**config.mk**
```make
export PLATFORM = sky130hd
export DESIGN_NAME = wur_cell
export DESIGN_NICKNAME = d
export VERILOG_FILES = /design/src/design/weighted_urn_rarefaction_sampler_unit_defines.svh /design/src/design/wur_pkg.sv /design/src/design/wur_cell.sv
export SDC_FILE = /design/constraint.sdc
export NUM_CORES = 1
export LEC_CHECK = 0
export ABC_AREA = 1
export BUFFER_PORTS_ARGS = -buffer_cell sky130_fd_sc_hd__buf_2
export CAP_MARGIN = 15
export CELL_PAD_IN_SITES_DETAIL_PLACEMENT = 0
export CELL_PAD_IN_SITES_GLOBAL_PLACEMENT = 1
export CORE_UTILIZATION = 31
export CTS_CLUSTER_SIZE = 12
export DETAILED_ROUTE_END_ITERATION = 12
export PLACE_DENSITY = 0.88
export SYNTH_ARGS = -nofsm -noshare
export SYNTH_HDL_FRONTEND = slang
export SYNTH_SLANG_ARGS = --single-unit
```
**constraint.sdc**
```tcl
create_clock -name aclk -period 1.5 [get_ports aclk]
set_input_delay 0.075 -clock aclk [delete_from_list [all_inputs] [get_ports aclk]]
set_output_delay 0.075 -clock aclk [all_outputs]
set_load 0.02 [all_outputs]
```
**src/design/weighted_urn_rarefaction_sampler_unit_defines.svh**
```systemverilog
// assertion macros for the weighted urn rarefaction sampler
// used by the top level only, no other dependencies
`ifndef WEIGHTED_URN_RAREFACTION_SAMPLER_UNIT_DEFINES_SVH
`define WEIGHTED_URN_RAREFACTION_SAMPLER_UNIT_DEFINES_SVH
`ifndef SYNTH
`define WUR_ASSERT(label, clk, rstn, prop) \
    label: assert property (@(posedge clk) disable iff (!rstn) prop) else $error("wur check failed");
`define WUR_ASSERT_ALWAYS(label, clk, prop) \
    label: assert property (@(posedge clk) prop) else $error("wur check failed");
`else
`define WUR_ASSERT(label, clk, rstn, prop)
`define WUR_ASSERT_ALWAYS(label, clk, prop)
`endif
`endif

```
**src/design/wur_pkg.sv**
```systemverilog
// shared types, codes and constants of the weighted urn rarefaction sampler
// no dependencies
`timescale 1ns / 1ps
package wur_pkg;
    localparam int WUR_ENTRIES = 32;
    localparam logic [31:0] TARGET_RESET = 32'd1000;
    localparam logic [31:0] MIN_RESET = 32'd1;

    localparam logic [1:0] REQ_LOAD = 2'd0;
    localparam logic [1:0] REQ_START = 2'd1;
    localparam logic [1:0] REQ_DRAW = 2'd2;

    localparam logic [1:0] KIND_ACK = 2'd0;
    localparam logic [1:0] KIND_DRAWN = 2'd1;
    localparam logic [1:0] KIND_KEPT = 2'd2;
    localparam logic [1:0] KIND_ERROR = 2'd3;

    localparam logic [1:0] ERR_NONE = 2'd0;
    localparam logic [1:0] ERR_EMPTY = 2'd1;
    localparam logic [1:0] ERR_NO_RUN = 2'd2;

    localparam logic [1:0] CFG_TARGET = 2'd0;
    localparam logic [1:0] CFG_MIN = 2'd1;

    typedef struct packed {
        logic [1:0] req_type;
        logic [4:0] entry_index;
        logic signed [31:0] feature_id;
        logic [31:0] abundance;
        logic [31:0] random_fraction;
    } in_t;

    typedef struct packed {
        logic [1:0] result_kind;
        logic [4:0] drawn_index;
        logic signed [31:0] kept_feature;
        logic [31:0] kept_count;
        logic [31:0] draws_pending;
        logic [1:0] error_code;
        logic last;
    } out_t;

    typedef struct packed {
        logic [31:0] abund;
        logic [31:0] drawn;
        logic [31:0] feature;
    } cell_t;

    typedef enum logic [3:0] {
        ST_IDLE, ST_LOAD, ST_MUL, ST_ADD, ST_WALK, ST_DRAWN,
        ST_EVAL, ST_DECIDE, ST_KEEP, ST_FLUSH
    } state_t;

    function automatic out_t make_result(logic [1:0] kind, logic [4:0] idx,
                                         logic [31:0] feat, logic [31:0] cnt,
                                         logic [31:0] pend, logic [1:0] err);
        out_t r;
        r.result_kind = kind;
        r.drawn_index = idx;
        r.kept_feature = feat;
        r.kept_count = cnt;
        r.draws_pending = pend;
        r.error_code = err;
        r.last = 1'b0;
        return r;
    endfunction
endpackage

```
**src/design/wur_cell.sv**
```systemverilog
// one slot of the table ring: abundance, drawn count and feature id
// depends on wur_pkg
`timescale 1ns / 1ps
module wur_cell (
    input  logic             aclk,
    input  logic             aresetn,
    input  logic             shift_en,
    input  logic             clear_drawn,
    input  logic [31:0]      min_count,
    input  wur_pkg::cell_t   cell_in,
    output wur_pkg::cell_t   cell_out,
    output logic             qual
);
    logic [31:0] abund_reg, abund_next;
    logic [31:0] drawn_reg, drawn_next;
    logic [31:0] feature_reg, feature_next;

    always_comb begin
        abund_next = shift_en ? cell_in.abund : abund_reg;
        feature_next = shift_en ? cell_in.feature : feature_reg;
        drawn_next = clear_drawn ? 32'd0 : (shift_en ? cell_in.drawn : drawn_reg);
    end

    always_ff @(posedge aclk) begin
        if (!aresetn) begin
            abund_reg <= '0;
            drawn_reg <= '0;
        end else begin
            abund_reg <= abund_next;
            drawn_reg <= drawn_next;
        end
    end

    always_ff @(posedge aclk) begin
        feature_reg <= feature_next;
    end

    // slot is kept when drawn at least min_count times
    assign qual = (drawn_reg >= min_count);
    assign cell_out = '{abund: abund_reg, drawn: drawn_reg, feature: feature_reg};
endmodule

```
After elaboration in Yosys (flattened, before gate mapping)
Index checks and enable logic that the tools add are counted.
{ "totals": {"reg_bits": 96, "inputBits": 132, "output_inout_bits": 97, "wordCells": 6} }
{ "op_classes": {"order_cmp": 1, "bitwise": 1, "n_reduce_logical": 1} }
{ "op_table": {"columns": ["cell", "n"], "rows": [
  [">= comparator 32 bit", 1],
  ["OR reduction 2 bit", 1],
  ["NOT 1 bit", 1]
]} }

Longest topological paths before layout
{ "logic_depth": {"word_depth": 2, "mapped_depth": 13, "ltp_nobuf": 13} }

Worst setup path after synthesis
OpenSTA, ideal clock, no wires.
{ "synth_timing": {"path_kind": "register to output", "startpoint": "reg drawn_reg[7]", "endpoint": "out qual", "t_arrival_ps": 1328, "required_time_ps": 1425, "setup_slack_ps": 97, "path_stages_with_launch": 12, "path_buffers": 0, "cell_sequence": "dfxtp_1 ha_1 nand2_1 inv_1 nand2_1 nand2_1 nor2_1 nand2_1 nand2_1 nand2_1 nand2_1 nand2_1"} }
{ "synth_between": {"elab_chain_cells": 1} }
{ "synth_lines": {"columns": ["element", "line_no", "text"], "rows": [
  ["start: declaration", "wur_cell.sv:15", "logic [31:0] drawn_reg, drawn_next;"],
  ["start signal: assignment", "wur_cell.sv:30", "drawn_reg <= drawn_next;"],
  [">= comparator 32 bit", "wur_cell.sv:39", "assign qual = (drawn_reg >= min_count);"],
  ["end: declaration", "wur_cell.sv:12", "output logic qual"]
]} }
Every way passes these cells.

Final worst setup path
{ "layout_timing": {"startpoint": "reg drawn_reg[3]", "endpoint": "out qual"} }
The elaborated chain is that of the path after synthesis.

==> key figures <==
Global routing
  – First-pass GRT wire length: 20.9 mm
  – Grt ovf: 0
  – Vias in the first global route: 4285
  – Overall Global Routing Usage: 19.1%
  – Largest net degree at the start of global routing: 43
  – Initial antenna violation count: 0

Synthesis
  – Yosys top cell area share: between 30% and 40%
  – Primary FF master, synth: dfxtp_1
  – Post-synth ARST share: 0%
  – Synth Area per Inst: 9.22 µm²
  – Dominant cells by area after synthesis: dfxtp_1 31%, edfxtp_1 23%, ha_1 9.7%
  – Post-synth top area cell: dfxtp_1
  – Synthesized area: between 4000 and 5000 µm²
  – Post-synth EDFFs: 32
  – Register area share after synthesis: a little over half
  – Synth warn: 0
  – Flops & latches, synth: between 90 and 100
  – Unique masters post-synth: 21
  – Syn nets: between 600 and 700
  – Synthesized instance count: 450

Clocking
  – Clk sinks: 96
  – Clock latency on the worst-skew pair: 0.35 ns
  – Htree depth: 3
  – TritonCTS Buffers: 9
  – CTS tree: done
  – Clk buf depth: 2
  – Root Buffer: clkbuf_16
  – Clk slew on worst S/H paths: ~0.07 ns

Worst setup path
  – Buf/Inv on CP: 1
  – Worst reg2reg setup slack: a little under 0.8 ns
  – Critical-path top delay cell: dfxtp_4
  – Reg2reg end: drawn_reg[15]
  – CP arrival: 1.67 ns
  – Critical path launch point type: flop
  – Critical path cell sequence: ha_4 -> nand4_1 -> nor2_2 -> nor2_2 -> nand2_2 -> nand2_2 -> nand2_2 -> nand2_2 -> nand2_2 -> buf_6
  – Worst-path maximum fanout: 3
  – Crit Path Category: flop to output pin
  – R2R depth: 3
  – Top Family by Delay on Critical Path: simple AND/OR/NAND/NOR gates
  – Biggest cell delay along the critical path: 0.35 ns
  – Most frequent cell on the critical path: nand2_2
  – Worst R2R Start: drawn_reg[15]
  – Required time of the critical path: 1.42 ns
  – Crit. End Element: output pin

STA
  – Min Tclk post-route: ~1.7 ns
  – Slew Viols, Final: 0
  – RSZ-0062 raised after global routing: true
  – Fin Setup TNS: -0.248 ns
  – Setup Viol. Count Final: 1
  – Final setup margin: -0.248 ns
  – Final Hold Vio Count: 0
  – Final period utilization: 117%
  – Worst-Margin Slew: 0.480 ns
  – Skew final: 0 ns
  – Fmax: 572 MHz
  – Slew HR: 68.0%

Placement
  – Placer congestion estimate: 0.775
  – Post-DP HPWL: 8.53 mm
  – # port buffers: 228
  – Placed Instance Area: 5490 µm²
  – Pre-CTS WS: 0.00631 ns

Floorplanning
  – DIE AREA: 13800 µm²
  – Die H: 118 µm
  – Row cnt: 41
  – Initial Utilization: 32.3%
  – DIE WIDTH: 118 µm
  – Top Ports: 229
  – Core area: ~13000 µm²

Pwr
  – Comb power frac: 17.9%
  – Leak: 3.44 nW
  – Pwr dens: 951 nW/µm²
  – Net Switching: 1.80 mW
  – Reg power frac: 43.5%
  – Worst VDD drop: between 600 and 700 µV
  – Clock power share: 38.6%
  – Switching Share: 26.9%
  – Cell Int Power: 4.90 mW

Detailed routing
  – Post-Route WL: around 13 mm
  – Iter 0 DRT Violations: 254
  – Drt pass-1 iters: 4
  – Via count: 4296
  – Post-route ant nets: 0
  – Vias per Instance: 4.47
  – Wire per inst: approximately 14 µm
  – # DRC: 0

Layout
  – Diodes inserted: 0
  – Synth-to-Final Area Change: 70.0%
  – Filler instances: 1116
  – Most frequent cells in the layout: 226 x buf_2, 95 x dlygate4sd3_1, 74 x nand2_1
  – Final net count: around 950
  – Design area: 7050 µm²
  – Layout cells sized above 1: 43.5%
  – Leading cell type in the layout, fill and taps excluded: buf_2
  – Util after Layout: 55.0%

Worst hold path
  – Hold worst-path end: drawn_reg[18]
  – Hold depth: 4
  – Worst Min Path Start: clear_drawn
  – Min-delay worst type: input port to flop

Outcome
  – Status: finished with violations
  – Violated checks: negative setup slack

Flow run
  – Max-cap violations: 0
==> layer usage <==
| metal | global-route usage, % | up-vias | part of all wire (%) |
|---|---|---|---|
| met4 | 7.45 | 0 | 1.9 |
| li1 | - | 2129 | - |
| met2 | 35.0 | 160 | 52 |
| met1 | 20.6 | 1985 | 40 |
| met3 | 5.23 | 22 | 6.1 |
| met5 | 0 | - | 0 |
==> cells in the mapped netlist, drive strengths merged (2+ instances only) <==
cell type / n
nand4: 3
o21a: 2
dfxtp: 64
inv: 44
nor2: 72
edfxtp: 32
nand2: 95
ha: 32
a21oi: 48
o21ai: 37
buf: 15
clkbuf: 5
==> worst max-delay path by stage <==
stage,start,endpoint,slack [ns],cells after the start
floorplan,drawn_reg[7],qual,0.1,11
global placement,drawn_reg[23],qual,0.02,8
detailed placement,drawn_reg[7],qual,0.006,12
CTS,drawn_reg[7],qual,-0.32,12
global route,drawn_reg[7],qual,-0.36,12
finish,drawn_reg[3],qual,-0.25,10
==> final cells by class <==
type	count	area (µm²)	area share, %
Inverter	44	168	2.38
Clock inverter	7	106	1.51
Timing Repair Buffer	343	2280	32.3
Sequential cell	96	2260	32.1
Clock buffer	9	225	3.19
Tap cell	172	215	3.05
Multi-Input combinational cell	290	1800	25.5
==> worst min-delay path, delay by kind of cell <==
family	cells	cell delay, ns
AOI/OAI and AO/OA	1	0.05
buffers and inverters	2	0.20
and+or+nand+nor	1	0.04
==> cell families after synthesis <==
logic type,count (synthesis),share of synthesized area [%]
AO/OA/AOI/OAI,87,11.9
adder cells (fa/ha/maj),32,9.65
buffers and inverters,64,8.05
flip-flops,96,54.1
AND/OR/NAND/NOR,171,16.4
==> power groups by stage <==
stage	logic, mW	registers (mW)	clock network [mW]
5_1_grt	1.30	2.93	2.75
6_report	1.20	2.92	2.59
2_1_floorplan	0.311	3.17	0
4_1_cts	1.13	2.92	2.64
3_5_place_dp	0.927	2.97	0
3_3_place_gp	0.913	2.96	0
==> through the flow <==
step	power, mW	instances	hold slack [ns]
after floorplan	3.48	450	0.174
after global placement	3.88	846	0.253
after detailed placement	3.90	846	0.253
after CTS	6.69	958	0.0629
after global routing	6.98	961	0.0730
final	6.71	961	0.0764
==> what timing repair did <==
action                                  in CTS  in global routing
pin swaps                                    6                 13
buffers inserted                             1                  3
endpoints found under the setup margin       1                  1
hold endpoints to repair                    95                  0
hold buffers                                95                  0
gates resized for setup                      9                 49
Power figures use the tool's default switching activity.
